[src/hrlp_pkg.sv]
// Package for the HTTP request line parser: payload types, status and phase
// codes, and the method and version text tables. No dependencies.

package hrlp_pkg;

    localparam int HRLP_MAX_LINE = 8192;
    localparam int NUM_METHODS   = 16;
    localparam int VERSION_LEN   = 5;

    typedef struct packed {
        logic [7:0] line_byte;
        logic       end_of_line;
    } line_req_t;

    typedef struct packed {
        logic [2:0]  status;
        logic [3:0]  method;
        logic [12:0] target_offset;
        logic [12:0] target_length;
    } line_result_t;

    typedef enum logic [2:0] {
        STATUS_OK          = 3'd0,
        STATUS_TOO_LONG    = 3'd1,
        STATUS_TOO_SHORT   = 3'd2,
        STATUS_BAD_METHOD  = 3'd3,
        STATUS_BAD_VERSION = 3'd4
    } status_t;

    typedef enum logic [5:0] {
        PH_METHOD      = 6'b000001,
        PH_TARGET      = 6'b000010,
        PH_VERSION     = 6'b000100,
        PH_DONE        = 6'b001000,
        PH_BAD_METHOD  = 6'b010000,
        PH_BAD_VERSION = 6'b100000
    } phase_t;

    // Method names with their trailing space, right-aligned in 80 bits.
    localparam logic [79:0] METHOD_TEXT [NUM_METHODS] = '{
        "DELETE ", "GET ", "POST ", "PUT ", "PATCH ", "PROPFIND ",
        "PROPPATCH ", "REPORT ", "HEAD ", "OPTIONS ", "TRACE ", "MKCOL ",
        "MOVE ", "COPY ", "LOCK ", "UNLOCK "
    };

    localparam logic [3:0] METHOD_LEN [NUM_METHODS] = '{
        4'd7, 4'd4, 4'd5, 4'd4, 4'd6, 4'd9, 4'd10, 4'd7,
        4'd5, 4'd8, 4'd6, 4'd6, 4'd5, 4'd5, 4'd5, 4'd7
    };

    localparam logic [39:0] VERSION_TEXT = "HTTP/";

    // Character idx of method m; meaningful only for idx below its length.
    function automatic logic [7:0] method_char(input logic [3:0] m, input logic [3:0] idx);
        logic [3:0]  back;
        logic [79:0] text;
        back = METHOD_LEN[m] - 4'd1 - idx;
        text = METHOD_TEXT[m] >> {back, 3'b000};
        return text[7:0];
    endfunction

    // Character idx of "HTTP/"; meaningful only for idx below five.
    function automatic logic [7:0] version_char(input logic [2:0] idx);
        logic [2:0]  back;
        logic [39:0] text;
        back = 3'd4 - idx;
        text = VERSION_TEXT >> {back, 3'b000};
        return text[7:0];
    endfunction

endpackage

[src/hrlp_stream_if.sv]
// Valid/ready stream interface used for both channels of the request line
// parser. The payload type is set per instance; no other dependencies.

interface hrlp_stream_if #(parameter type payload_t = logic [0:0]);

    logic     valid;
    logic     ready;
    payload_t payload;

    modport source (output valid, output payload, input ready);
    modport sink   (input valid, input payload, output ready);

endinterface

[src/http_request_line_parser.sv]
// HTTP request line parser: top level and only module.
// Depends on hrlp_pkg and on hrlp_stream_if.
//
// The request_line channel carries one byte of a request line per request,
// with end_of_line set on the last byte; trailing whitespace is already
// stripped. For each line one result leaves on parse_result: a status, the
// method code, and the offset and length of the request target.
// A byte is first held in an input register and is parsed from there, where
// it updates a handful of small state registers and, on the last byte,
// loads the result register. A result is valid once its last byte has left
// the input register; one byte is accepted in every cycle but for the stall below.
// While a result waits in the result register, ordinary bytes keep flowing;
// only the next end-of-line byte holds in the input register, and then
// request_line.ready drops until the result is taken.
// Reset clears both registers' valid flags and returns the parser to the
// start of a line. Bytes at position MAX_LINE and beyond are not parsed.

module http_request_line_parser
    import hrlp_pkg::*;
#(
    parameter int MAX_LINE = HRLP_MAX_LINE
) (
    input  logic         clk,
    input  logic         rst_n,
    hrlp_stream_if.sink   request_line,
    hrlp_stream_if.source parse_result
);

    localparam int POS_W = $clog2(MAX_LINE + 1);
    localparam logic [POS_W-1:0] POS_LIMIT = POS_W'(MAX_LINE);
    localparam logic [POS_W-1:0] LAST_POS  = POS_W'(MAX_LINE - 1);

    logic         in_valid_reg;
    logic [7:0]   in_byte_reg;
    logic         in_last_reg;

    logic [POS_W-1:0]       pos_reg,    pos_next;
    logic [NUM_METHODS-1:0] cand_reg,   cand_next;
    phase_t                 phase_reg,  phase_next;
    logic [3:0]             method_reg, method_next;
    logic [12:0]            begin_reg,  begin_next;
    logic [12:0]            count_reg,  count_next;
    logic [2:0]             vidx_reg,   vidx_next;
    logic                   vok_reg,    vok_next;

    logic         out_valid_reg;
    line_result_t out_data_reg, out_data_next;

    logic         slot_free;
    logic         proc_fire;
    logic         accept;
    logic         active;
    logic [12:0]  target_pos;

    assign slot_free = !out_valid_reg || parse_result.ready;
    assign proc_fire = in_valid_reg && (!in_last_reg || slot_free);
    assign accept    = request_line.valid && request_line.ready;
    assign active    = pos_reg < POS_LIMIT;
    assign target_pos = 13'(pos_reg);

    assign request_line.ready  = !in_valid_reg || proc_fire;
    assign parse_result.valid  = out_valid_reg;
    assign parse_result.payload = out_data_reg;

    always_ff @(posedge clk or negedge rst_n)
    begin
        if (!rst_n)
        begin
            in_valid_reg <= 1'b0;
        end
        else if (request_line.ready)
        begin
            in_valid_reg <= request_line.valid;
        end
    end

    always_ff @(posedge clk)
    begin
        if (accept)
        begin
            in_byte_reg <= request_line.payload.line_byte;
            in_last_reg <= request_line.payload.end_of_line;
        end
    end

    always_comb
    begin
        pos_next    = pos_reg;
        cand_next   = cand_reg;
        phase_next  = phase_reg;
        method_next = method_reg;
        begin_next  = begin_reg;
        count_next  = count_reg;
        vidx_next   = vidx_reg;
        vok_next    = vok_reg;

        if (active)
        begin
            pos_next = pos_reg + POS_W'(1);
            case (phase_reg)
                PH_METHOD:
                begin
                    for (int i = 0; i < NUM_METHODS; i++)
                    begin
                        if (cand_reg[i])
                        begin
                            if (pos_reg >= POS_W'(METHOD_LEN[i]) ||
                                method_char(4'(i), pos_reg[3:0]) != in_byte_reg)
                            begin
                                cand_next[i] = 1'b0;
                            end
                            else if (pos_reg == POS_W'(METHOD_LEN[i] - 4'd1))
                            begin
                                method_next = 4'(i);
                                begin_next  = target_pos + 13'd1;
                                phase_next  = PH_TARGET;
                            end
                        end
                    end
                    if (phase_next == PH_METHOD && cand_next == '0)
                    begin
                        phase_next = PH_BAD_METHOD;
                    end
                end
                PH_TARGET:
                begin
                    if (in_byte_reg == 8'h20)
                    begin
                        count_next = target_pos - begin_reg;
                        vidx_next  = 3'd0;
                        phase_next = PH_VERSION;
                    end
                end
                PH_VERSION:
                begin
                    if (vidx_reg < 3'(VERSION_LEN) && version_char(vidx_reg) == in_byte_reg)
                    begin
                        vidx_next = vidx_reg + 3'd1;
                        if (vidx_next == 3'(VERSION_LEN))
                        begin
                            vok_next   = 1'b1;
                            phase_next = PH_DONE;
                        end
                    end
                    else
                    begin
                        phase_next = PH_BAD_VERSION;
                    end
                end
                default:
                begin
                end
            endcase
        end

        out_data_next = '0;
        if (pos_reg >= LAST_POS)
        begin
            out_data_next.status = STATUS_TOO_LONG;
        end
        else if (pos_reg < POS_W'(4))
        begin
            out_data_next.status = STATUS_TOO_SHORT;
        end
        else if (phase_next == PH_METHOD || phase_next == PH_BAD_METHOD)
        begin
            out_data_next.status = STATUS_BAD_METHOD;
        end
        else if (phase_next != PH_DONE || !vok_next)
        begin
            out_data_next.status = STATUS_BAD_VERSION;
            out_data_next.method = method_next;
        end
        else
        begin
            out_data_next.status        = STATUS_OK;
            out_data_next.method        = method_next;
            out_data_next.target_offset = begin_next;
            out_data_next.target_length = count_next;
        end
    end

    always_ff @(posedge clk or negedge rst_n)
    begin
        if (!rst_n)
        begin
            pos_reg    <= '0;
            cand_reg   <= '1;
            phase_reg  <= PH_METHOD;
            method_reg <= 4'd0;
            begin_reg  <= 13'd0;
            count_reg  <= 13'd0;
            vidx_reg   <= 3'd0;
            vok_reg    <= 1'b0;
        end
        else if (proc_fire)
        begin
            if (in_last_reg)
            begin
                pos_reg    <= '0;
                cand_reg   <= '1;
                phase_reg  <= PH_METHOD;
                method_reg <= 4'd0;
                begin_reg  <= 13'd0;
                count_reg  <= 13'd0;
                vidx_reg   <= 3'd0;
                vok_reg    <= 1'b0;
            end
            else
            begin
                pos_reg    <= pos_next;
                cand_reg   <= cand_next;
                phase_reg  <= phase_next;
                method_reg <= method_next;
                begin_reg  <= begin_next;
                count_reg  <= count_next;
                vidx_reg   <= vidx_next;
                vok_reg    <= vok_next;
            end
        end
    end

    always_ff @(posedge clk or negedge rst_n)
    begin
        if (!rst_n)
        begin
            out_valid_reg <= 1'b0;
        end
        else if (proc_fire && in_last_reg)
        begin
            out_valid_reg <= 1'b1;
        end
        else if (parse_result.ready)
        begin
            out_valid_reg <= 1'b0;
        end
    end

    always_ff @(posedge clk)
    begin
        if (proc_fire && in_last_reg)
        begin
            out_data_reg <= out_data_next;
        end
    end

    // A parsed end-of-line byte always leaves a result behind.
    assert property (@(posedge clk) disable iff (!rst_n)
        proc_fire && in_last_reg |=> out_valid_reg)
    else $error("end of line parsed without a result");

    // A finished line returns the parser to the start of the next line.
    assert property (@(posedge clk) disable iff (!rst_n)
        proc_fire && in_last_reg |=> pos_reg == '0 && phase_reg == PH_METHOD)
    else $error("parser state not cleared after end of line");

    // An end-of-line byte that finds the result still waiting stalls the input.
    assert property (@(posedge clk) disable iff (!rst_n)
        in_valid_reg && in_last_reg && out_valid_reg && !parse_result.ready
        |-> !request_line.ready)
    else $error("input accepted while a result blocks the parser");

    // Only a good line reports a target.
    assert property (@(posedge clk) disable iff (!rst_n)
        out_valid_reg && out_data_reg.status != STATUS_OK
        |-> out_data_reg.target_offset == 13'd0 && out_data_reg.target_length == 13'd0)
    else $error("target reported for a failed line");

endmodule

[src/flat_wrapper.sv]
// flat-port wrapper written by rule: the top's interface ports become plain ports
module http_request_line_parser_flat import hrlp_pkg::*;
#(
    parameter int MAX_LINE = HRLP_MAX_LINE
)
  (clk, rst_n, request_line_valid, request_line_payload, request_line_ready, parse_result_valid, parse_result_payload, parse_result_ready);
  hrlp_stream_if #(.payload_t(line_req_t)) request_line_i ();
  hrlp_stream_if #(.payload_t(line_result_t)) parse_result_i ();
  input  logic clk;
  input  logic rst_n;
  input wire logic [$bits(request_line_i.valid)-1:0] request_line_valid;
  input wire logic [$bits(request_line_i.payload)-1:0] request_line_payload;
  output wire logic [$bits(request_line_i.ready)-1:0] request_line_ready;
  output wire logic [$bits(parse_result_i.valid)-1:0] parse_result_valid;
  output wire logic [$bits(parse_result_i.payload)-1:0] parse_result_payload;
  input wire logic [$bits(parse_result_i.ready)-1:0] parse_result_ready;
  assign request_line_i.valid = request_line_valid;
  assign request_line_i.payload = request_line_payload;
  assign request_line_ready = request_line_i.ready;
  assign parse_result_valid = parse_result_i.valid;
  assign parse_result_payload = parse_result_i.payload;
  assign parse_result_i.ready = parse_result_ready;
  http_request_line_parser #(.MAX_LINE(MAX_LINE)) u_core (.clk(clk), .rst_n(rst_n), .request_line(request_line_i), .parse_result(parse_result_i));
endmodule
[config.mk]
export PLATFORM = sky130hd
export DESIGN_NAME = http_request_line_parser_flat
export DESIGN_NICKNAME = d
export VERILOG_FILES = /design/src/hrlp_pkg.sv /design/src/hrlp_stream_if.sv /design/src/http_request_line_parser.sv /design/src/flat_wrapper.sv
export SDC_FILE = /design/constraint.sdc
export NUM_CORES = 1
export LEC_CHECK = 0
export ABC_AREA = 0
export BUFFER_PORTS_ARGS = -buffer_cell sky130_fd_sc_hd__buf_2
export CAP_MARGIN = 5
export CORE_ASPECT_RATIO = 1.25
export CORE_MARGIN = 2
export CORE_UTILIZATION = 40
export CTS_BUF_LIST = sky130_fd_sc_hd__clkbuf_4 sky130_fd_sc_hd__clkbuf_8
export CTS_CLUSTER_SIZE = 14
export DETAILED_ROUTE_END_ITERATION = 12
export GPL_TIMING_DRIVEN = 1
export MAX_ROUTING_LAYER = met4
export PLACE_DENSITY = 0.58
export SYNTH_ARGS = -nofsm -noshare
export SYNTH_HDL_FRONTEND = slang
export SYNTH_SLANG_ARGS = --single-unit
[constraint.sdc]
create_clock -name clk -period 5.3 [get_ports clk]
set_clock_uncertainty 0.2 [all_clocks]
set_input_delay 1.06 -clock clk [delete_from_list [all_inputs] [get_ports clk]]
set_output_delay 1.06 -clock clk [all_outputs]
set_load 0.01 [all_outputs]
==> results.toml, run 1 <==
[routing]
num_vias = 8927
detail_route.drc_violations = 0
drtIter0Drc = 804
detail_route.wirelength.met1_microns = 13440
remaining_antenna_violation_count = 0
routed_via_density = 6.123
drt-total-wl_microns = 31740
drt-pass1-iter-count = 6
routed_wire_length_per_instance_microns = 21.77
met3_wirelength_microns = 1621
top_layer_used_by_detailed_routing = "met4"
wl_met2_microns = 15370

[worst_setup_path]
critPathSlowestCell = "sky130_fd_sc_hd__ha_1"
worst_setup_path_end_kind = "flip-flop"
path_common_cell = "sky130_fd_sc_hd__ha_1"
critical_path.max_fanout = 16
timing.critical_path.arrival_ns = 4.85
timing.critical_path.cells = "ha_1 -> ha_1 -> nor2b_1 -> a2111oi_4 -> o32ai_1 -> and3_1 -> a21oi_1 -> o2111ai_1 -> o21a_1 -> buf_4 -> or4_1 -> and3b_1"
critPathKind = "flip-flop to flip-flop"
critical_path.max_stage_delay_ns = 0.69
crit_path_start_kind = "flip-flop"
worst-endpoint-required_ns = 5.31

[clock_tree]
worst_setup_hold_path_clk_slew_ns = 0.08
clock_latency_ns = 0.46
clock_sinks = 114
tritoncts_clock_tree = "built"
cts_hold_buf = 0
cts_inserted_buffers = 17
max-clock-path-buffers = 2
postCtsResizedCells = 0
clk_root_buffer_cell = "sky130_fd_sc_hd__clkbuf_8"
cts_max_level = 4
post_cts_buffers = 0

[timing]
min_period_over_period_pct = 91.31
final-setup-viol-count = 0
hold_violations = 0
rsz0062_at_grt = "false"
final.min_clock_period_ns = 4.839
achievable-frequency_ghz = 0.2066
worst_slew_pin_slew_ns = 1.165
max_transition_margin_pct = 22.32
final.setup.tns_ns = 0
final-max-slew-violation-count = 0

[yosys]
syn_area_sq_um = 9528
postSynthAreaPerCell_sq_um = 8.591
yosysSeqAreaShare_pct = 32.37
count_of_flip_flops_with_a_built_in_enable_after_synthesis = 42
synth_cell_types = 108
netlist_instances = 1109
synth.yosys.warnings = 0
yosys_register_bits = 114
postSynthNetCount = 1161
postSynth.topFlopCell = "sky130_fd_sc_hd__dfrtp_1"
async_reset_ff_share_pct = 63.16

[pwr]
power_density_nw_per_um2 = 339.9
ir_drop_mv = 0.1639
power_leakage_nw = 4.054

[cells_and_area]
fillers = 2320
syn2layout_area_growth_pct = 10.20
final_cell_mix = "sky130_fd_sc_hd__nand2_1, sky130_fd_sc_hd__nor2_1, sky130_fd_sc_hd__o21ai_0"
antenna-diode-count = 0
final_core_utilization_pct = 44.55
largest_reg_flops = 33
layout_commonest_cell = "sky130_fd_sc_hd__nand2_1"
final_layout_size_suffix_gt1_share_pct = 18.01
fin_nets = 1205

[floorplan]
fp-row-count = 63
die_ar_sq_um = 25080
die_width_microns = 142.0
die_h_microns = 176.6
floorplan.initialDensity_pct = 40.43
core_area_sq_um = 23570
boundaryPins = 48

[global_route]
grt_antenna_before_repair = 0
first_global_vias = 8351
globalRoute.totalOverflow = 0
track_usage_pct = 26.39
grt_first_pass_wirelength_microns = 49010
grt_start_max_net_pins = 42

[job]
timing.max_cap.violations = 0

[place]
dp_hpwl_microns = 24200
gp_congestion = 1.006
portBuffers = 47

[run_status]
run_status = "complete, no violations"

[min_path]
worstHoldPathType = "flip-flop to flip-flop"
-- worst paths after layout --
path / depth (start not counted) / startpoint / end / slack [ns]
max: 12 / u_core.pos_reg[1]$_DFFE_PN0P_ / u_core.parse_result.payload[28]$_SDFFCE_PP0P_ / 0.46
min: 2 / u_core.count_reg[0]$_DFFE_PN0P_ / u_core.count_reg[0]$_DFFE_PN0P_ / 0.29
max reg2reg: 12 / u_core.pos_reg[1]$_DFFE_PN0P_ / u_core.parse_result.payload[28]$_SDFFCE_PP0P_ / 0.46
min reg2reg: 2 / u_core.count_reg[0]$_DFFE_PN0P_ / u_core.count_reg[0]$_DFFE_PN0P_ / 0.29
max in group asynchronous: 2 / rst_n / u_core.count_reg[9]$_DFFE_PN0P_ / 3.59
min in group asynchronous: 1 / rst_n / u_core.method_reg[0]$_DFFE_PN0P_ / 0.36
-- stage by stage --
stage	area (sq um)	instances	power (W)	hold WS (ns)	setup slack [ns]
CTS	10500	1458	0.003561	0.2897	0.5450
global route	10500	1458	0.003774	0.3115	0.3000
finish	10500	1458	0.003569	0.2858	0.4606
detailed placement	10110	1426	0.002714	0.2693	0.5573
floorplan	9528	1109	0.002250	0.2435	0.6390
global placement	10110	1426	0.002709	0.2629	0.5934
-- critical path: cells and delay by family (launching register included) --
family	cells	cell delay (ns)
fa+ha+maj	2	0.96
flops	1	0.51
simple gates	4	1.40
buf+inv	1	0.17
compound gates	5	1.35
-- cell type report --
| type | instances | area, sq um | share of cell area (%) |
|---|---|---|---|
| Clock buffer | 18 | 247.7 | 2.359 |
| Clock inverter | 14 | 142.6 | 1.358 |
| Inverter | 43 | 161.4 | 1.537 |
| Multi-Input combinational cell | 887 | 5926 | 56.43 |
| Sequential cell | 114 | 3084 | 29.37 |
| Tap cell | 292 | 365.4 | 3.479 |
| Timing Repair Buffer | 90 | 573.1 | 5.458 |
-- kinds of logic after synthesis --
family                   Yosys count  share of synthesized area (%)
XOR/XNOR                          60                          5.831
adder cells (fa/ha/maj)           39                          5.200
flip-flops                       114                          32.37
multiplexers                      15                          1.589
buffers and inverters            108                          5.437
AND/OR/NAND/NOR                  489                          28.72
AO/OA/AOI/OAI                    284                          20.85
-- power by group --
| group | switching [W] | internal, W |
|---|---|---|
| Sequential | 0.0000982 | 0.00105 |
| Combinational | 0.000985 | 0.000598 |
| Clock | 0.000438 | 0.000398 |
| Total | 0.00152 | 0.00205 |
-- cells in the mapped netlist (10+ instances only) --
cell                       count  area (sq um)
sky130_fd_sc_hd__a22o_1       12         105.1
sky130_fd_sc_hd__nor2_4       11         123.9
sky130_fd_sc_hd__xnor2_1      29         254.0
sky130_fd_sc_hd__dfstp_2      17         446.7
sky130_fd_sc_hd__a21oi_2      10         87.58
sky130_fd_sc_hd__and2_1       19         118.9
sky130_fd_sc_hd__mux2i_1      14         140.1
sky130_fd_sc_hd__nand3_1      35         175.2
sky130_fd_sc_hd__buf_2        24         120.1
sky130_fd_sc_hd__nor3b_1      10         75.07
sky130_fd_sc_hd__nor2_1       86         322.8
sky130_fd_sc_hd__edfxtp_1     42          1261
sky130_fd_sc_hd__xor2_1       27         236.5
sky130_fd_sc_hd__o211ai_1     12         90.09
sky130_fd_sc_hd__or3_1        18         112.6
sky130_fd_sc_hd__inv_1        39         146.4
sky130_fd_sc_hd__nand2_1     116         435.4
sky130_fd_sc_hd__nor3_1       28         140.1
sky130_fd_sc_hd__a21oi_1      41         205.2
sky130_fd_sc_hd__nand2b_1     14         87.58
sky130_fd_sc_hd__nor4_1       16         100.1
sky130_fd_sc_hd__dfrtp_1      55          1376
sky130_fd_sc_hd__nor2b_1      16         100.1
sky130_fd_sc_hd__and3_1       20         125.1
sky130_fd_sc_hd__nand4_1      27         168.9
sky130_fd_sc_hd__ha_1         38         475.5
sky130_fd_sc_hd__clkbuf_1     24         90.09
sky130_fd_sc_hd__o21ai_0      79         395.4
sky130_fd_sc_hd__a31oi_1      10         62.56
-- routing by layer --
layer,vias to the layer above,track usage [%]
met1,4297,32.64
met4,0,11.83
met5,-,-
met2,362,42.83
li1,4198,-
met3,70,3.770
Note: power is estimated with default switching activity, not from simulation.
==> inputs of run 2 (changes only) <==
MAX_ROUTING_LAYER = not set   (was met4)
==> run 2 against run 1 <==
Register-to-register slack got worse by 0.04 ns. Combinational power barely moved. Highest routed layer unchanged. Critical endpoint unchanged. Utilization shrank 0.096 points. Flip-flop and latch count did not move.
==> results.toml, run 2 (synthesis gave the netlist of run 1 again) <==
[pwr]
power_leakage_nw = 4.036
ir_drop_mv = 0.1880
power_density_nw_per_um2 = 338.8
p_total_w = 0.003550

[routing]
drt-total-wl_microns = 31430
remaining_antenna_violation_count = 0
routed_wire_length_per_instance_microns = 21.60
drtIter0Drc = 710
detail_route.drc_violations = 0
routed_via_density = 6.121
num_vias = 8906
drt-pass1-iter-count = 8

[clock_tree]
worst_setup_hold_path_clk_slew_ns = 0.07
cts_max_level = 4
cts_inserted_buffers = 17
clock_latency_ns = 0.47
cts_hold_buf = 0
postCtsResizedCells = 0
clk_root_buffer_cell = "sky130_fd_sc_hd__clkbuf_8"
clock_sinks = 114
post_cts_buffers = 0
tritoncts_clock_tree = "built"
max-clock-path-buffers = 2

[cells_and_area]
antenna-diode-count = 0
final_cell_mix = "sky130_fd_sc_hd__nand2_1, sky130_fd_sc_hd__nor2_1, sky130_fd_sc_hd__o21ai_0"
fillers = 2371
finalNonFillerCells = 1455
syn2layout_area_growth_pct = 9.967
multiInputGateArea_sq_um = 5926
largest_reg_flops = 33
ff_latch_area_sq_um = 3084
fin_nets = 1202
final_layout_size_suffix_gt1_share_pct = 17.80
layout_commonest_cell = "sky130_fd_sc_hd__nand2_1"
final_core_utilization_pct = 44.46

[timing]
min_period_over_period_pct = 92.09
final.min_clock_period_ns = 4.881
rsz0062_at_grt = "false"
max_transition_margin_pct = 17.97
achievable-frequency_ghz = 0.2049
hold_violations = 0
worst_slew_pin_slew_ns = 1.230
final.setup.tns_ns = 0
final-max-slew-violation-count = 0
final-setup-viol-count = 0

[worst_setup_path]
worst-endpoint-required_ns = 5.32
r2r_slack_ns = 0.42
crit_path_start_kind = "flip-flop"
worst_setup_path_end_kind = "flip-flop"
critPathKind = "flip-flop to flip-flop"
setup.worst_path.start = "u_core.pos_reg[1]$_DFFE_PN0P_"
critical_path.max_fanout = 13
regToRegStartpoint = "u_core.pos_reg[1]$_DFFE_PN0P_"
timing.critical_path.arrival_ns = 4.90

[place]
gp_congestion = 0.9464
portBuffers = 47
placedCellCount = 1423
dp_hpwl_microns = 23870

[global_route]
grt_first_pass_wirelength_microns = 49300
track_usage_pct = 25.55
grt_start_max_net_pins = 44
globalRoute.totalOverflow = 0
first_global_vias = 8330
grt_antenna_before_repair = 0

[min_path]
min-delay-start = "u_core.vok_reg$_DFFE_PN0P_"
worstHoldPathType = "flip-flop to flip-flop"

[run_status]
run_status = "complete, no violations"

[floorplan]
boundaryPins = 48
core_area_sq_um = 23570
die_width_microns = 142.0
die_h_microns = 176.6
die_ar_sq_um = 25080
floorplan.initialDensity_pct = 40.43
fp-row-count = 63

[job]
timing.max_cap.violations = 0
run 2: cell count changes in the layout (fill, tap and decap cells not counted), moves of 2 or more:
cell | previous run | this run
sky130_fd_sc_hd__buf_4 | 43 | 40
sky130_fd_sc_hd__clkinvlp_4 | 1 | 3
sky130_fd_sc_hd__clkinv_2 | 0 | 4
sky130_fd_sc_hd__inv_8 | 2 | 0
sky130_fd_sc_hd__inv_6 | 5 | 1
run 2: worst paths after layout:
check	end	cells after the start
setup / recovery	u_core.parse_result.payload[28]$_SDFFCE_PP0P_	16
hold / removal	u_core.vok_reg$_DFFE_PN0P_	1
setup reg to reg	u_core.parse_result.payload[28]$_SDFFCE_PP0P_	16
hold reg to reg	u_core.vok_reg$_DFFE_PN0P_	1
max in group asynchronous	u_core.in_valid_reg$_DFFE_PN0N_	2
min in group asynchronous	u_core.method_reg[1]$_DFFE_PN0P_	1
run 2: metrics by stage:
stage	hold slack [ns]	instance area [sq um]	setup WS, ns
2_1_floorplan	0.2435	9528	0.6390
3_3_place_gp	0.2618	10090	0.5297
3_5_place_dp	0.2713	10090	0.5023
4_1_cts	0.2886	10480	0.4789
5_1_grt	0.3052	10480	0.1444
6_report	0.2861	10480	0.4190
run 2: area by class of cell:
cell class	count	share of cell area [%]
clock buffer	19	2.436
clock inverter	13	1.290
inverter	43	1.540
multi-input combinational	887	56.56
sequential	114	29.44
tap	292	3.487
timing repair buffer	87	5.254
run 2: routing by layer:
metal	GRT usage, %	share of wire [%]	vias to the layer above	routed length, microns
li1	-	-	4179	-
met2	44.04	49	322	15430
met3	3.282	4.9	73	1532
met4	10.54	3.7	0	1167
met1	32.19	42	4332	13290
met5	0	0	-	0
run 2: report_power, final:
group	switching, W	internal [W]
Clock	0.000405	0.000433
Sequential	0.000107	0.00105
Combinational	0.000967	0.000586
Total	0.00148	0.00207
run 2: critical path: stages (launching register included):
cell and delay, ns:
sky130_fd_sc_hd__dfrtp_1 0.66, sky130_fd_sc_hd__inv_1 0.12, sky130_fd_sc_hd__buf_4 0.20, sky130_fd_sc_hd__ha_1 0.59
sky130_fd_sc_hd__buf_4 0.24, sky130_fd_sc_hd__nand2b_1 0.15, sky130_fd_sc_hd__a21oi_2 0.07, sky130_fd_sc_hd__xnor2_1 0.21
sky130_fd_sc_hd__nor4_1 0.09, sky130_fd_sc_hd__buf_4 0.17, sky130_fd_sc_hd__o21ai_2 0.14, sky130_fd_sc_hd__nor3b_4 0.32
sky130_fd_sc_hd__nand4_2 0.20, sky130_fd_sc_hd__o21a_1 0.23, sky130_fd_sc_hd__buf_4 0.17, sky130_fd_sc_hd__or4_1 0.64
sky130_fd_sc_hd__and3b_1 0.22
==> inputs of run 3 (changes only) <==
clock period = 6.1 ns   (was 5.3 ns; I/O delays follow)
==> run 3 against run 2 <==
Worst hold slack lost 0.0013 ns. Critical path depth is 2 lower. Register-to-register slack gained 0.23 ns. Die area did not move.
==> results.toml, run 3 (synthesis gave the netlist of run 1 again) <==
[routing]
drtIter0Drc = 982
drt-total-wl_microns = 31940
detail_route.drc_violations = 0
routed_via_density = 6.192
drt-pass1-iter-count = 6
num_vias = 8929
routed_wire_length_per_instance_microns = 22.15
remaining_antenna_violation_count = 0

[clock_tree]
max-clock-path-buffers = 2
cts_hold_buf = 0
worst_setup_hold_path_clk_slew_ns = 0.09
clock_latency_ns = 0.47
cts_inserted_buffers = 17
post_cts_buffers = 0
tritoncts_clock_tree = "built"
cts_max_level = 4
postCtsResizedCells = 0
clk_root_buffer_cell = "sky130_fd_sc_hd__clkbuf_8"
clock_sinks = 114

[global_route]
track_usage_pct = 26.02
first_global_vias = 8408
globalRoute.totalOverflow = 0
grt_antenna_before_repair = 0
grt_start_max_net_pins = 51
grt_first_pass_wirelength_microns = 49580

[worst_setup_path]
worst_setup_path_end_kind = "flip-flop"
regToRegStartpoint = "u_core.pos_reg[1]$_DFFE_PN0P_"
critPathKind = "flip-flop to flip-flop"
crit_reg_reg_endpoint = "u_core.parse_result.payload[0]$_SDFFCE_PP0P_"
critical_path.max_fanout = 23
worst_r2r_path_depth = 14
r2r_slack_ns = 0.65
worst-endpoint-required_ns = 6.09
setup.worst_path.start = "u_core.pos_reg[1]$_DFFE_PN0P_"
timing.critical_path.arrival_ns = 5.44
crit_path_start_kind = "flip-flop"
critical_path_capture_point = "u_core.parse_result.payload[0]$_SDFFCE_PP0P_"

[pwr]
power_leakage_nw = 3.991
power.combinational.fraction_pct = 42.3
netSwitchingFraction_pct = 41.14
power.share.clock_pct = 26.4
p_total_w = 0.003162
power_density_nw_per_um2 = 303.2
switchingPower_w = 0.001301
ir_drop_mv = 0.1409
intPower_w = 0.001861
power_frac_seq_pct = 31.3

[place]
dp_hpwl_microns = 23670
placedCellCount = 1410
portBuffers = 47
placed_cell_area_sq_um = 9981
gp_congestion = 0.9371

[job]
timing.max_cap.violations = 0

[timing]
worst_slew_pin_slew_ns = 1.187
final.setup.tns_ns = 0
final.min_clock_period_ns = 5.450
hold_violations = 0
final-max-slew-violation-count = 0
max_transition_margin_pct = 20.60
final-setup-viol-count = 0
min_period_over_period_pct = 89.35
achievable-frequency_ghz = 0.1835
rsz0062_at_grt = "false"

[cells_and_area]
fin_nets = 1189
final_cell_mix = "sky130_fd_sc_hd__nand2_1, sky130_fd_sc_hd__nor2_1, sky130_fd_sc_hd__o21ai_0"
largest_reg_flops = 33
finalNonFillerCells = 1442
layout_commonest_cell = "sky130_fd_sc_hd__nand2_1"
antenna-diode-count = 0
post_route_design_area_sq_um = 10430
syn2layout_area_growth_pct = 9.482
final_layout_size_suffix_gt1_share_pct = 16.87

[floorplan]
die_ar_sq_um = 25080
core_area_sq_um = 23570
fp-row-count = 63
floorplan.initialDensity_pct = 40.43
boundaryPins = 48
die_h_microns = 176.6
die_width_microns = 142.0

[min_path]
worstHoldPathType = "flip-flop to flip-flop"
whs_path_depth = 2

[run_status]
run_status = "complete, no violations"
run 3: worst min-delay path by stage:
stage	startpoint	end
2_1_floorplan	u_core.method_reg[3]$_DFFE_PN0P_	u_core.method_reg[3]$_DFFE_PN0P_
3_3_place_gp	u_core.count_reg[9]$_DFFE_PN0P_	u_core.count_reg[9]$_DFFE_PN0P_
3_5_place_dp	u_core.method_reg[3]$_DFFE_PN0P_	u_core.method_reg[3]$_DFFE_PN0P_
4_1_cts	u_core.count_reg[0]$_DFFE_PN0P_	u_core.count_reg[0]$_DFFE_PN0P_
5_1_grt	u_core.begin_reg[7]$_DFFE_PN0P_	u_core.begin_reg[7]$_DFFE_PN0P_
6_report	u_core.method_reg[3]$_DFFE_PN0P_	u_core.method_reg[3]$_DFFE_PN0P_
run 3: power groups by stage:
stage	clock network [W]	registers [W]	logic, W
2_1_floorplan	0	0.000970	0.000985
3_3_place_gp	0	0.00100	0.00130
3_5_place_dp	0	0.000998	0.00131
4_1_cts	0.000850	0.000986	0.00132
5_1_grt	0.000879	0.000998	0.00145
6_report	0.000836	0.000989	0.00134
run 3: layer usage:
layer  share of wire [%]  global-route usage [%]  vias up
met2                  48                   44.22      380
met3                 5.9                   4.204       94
li1                    -                       -     4155
met1                  41                   32.21     4300
met4                 4.8                   12.08        0
met5                   0                       0        -
run 3: worst max-delay path, stage by stage (launching register included):
cell and delay (ns):
sky130_fd_sc_hd__dfrtp_1 0.39, sky130_fd_sc_hd__inv_1 0.24, sky130_fd_sc_hd__ha_1 0.45, sky130_fd_sc_hd__inv_1 0.14
sky130_fd_sc_hd__ha_1 0.66, sky130_fd_sc_hd__inv_1 0.23, sky130_fd_sc_hd__nand2_1 0.17, sky130_fd_sc_hd__o22ai_1 0.11
sky130_fd_sc_hd__xor2_1 0.17, sky130_fd_sc_hd__nor4_1 0.40, sky130_fd_sc_hd__or4b_1 0.61, sky130_fd_sc_hd__o2111ai_1 0.34
sky130_fd_sc_hd__o21a_1 0.39, sky130_fd_sc_hd__or4_4 0.56, sky130_fd_sc_hd__a211oi_2 0.09
run 3: cell type report:
type	instances	area (sq um)
Multi-Input combinational cell	887	5929
Fill cell	2329	13140
Inverter	43	161.4
Sequential cell	114	3084
Timing Repair Buffer	74	440.4
Clock buffer	18	247.7
Clock inverter	14	202.7
Tap cell	292	365.4
run 3: per-stage QoR:
step / hold WS, ns / setup WS, ns / utilization [%]
2_1_floorplan: 0.2435 / 1.439 / -
3_3_place_gp: 0.2624 / 0.9662 / 42.35
3_5_place_dp: 0.2688 / 0.8426 / 42.35
4_1_cts: 0.2888 / 0.7721 / 44.26
5_1_grt: 0.3065 / 0.2871 / 44.26
6_report: 0.2848 / 0.6497 / 44.26
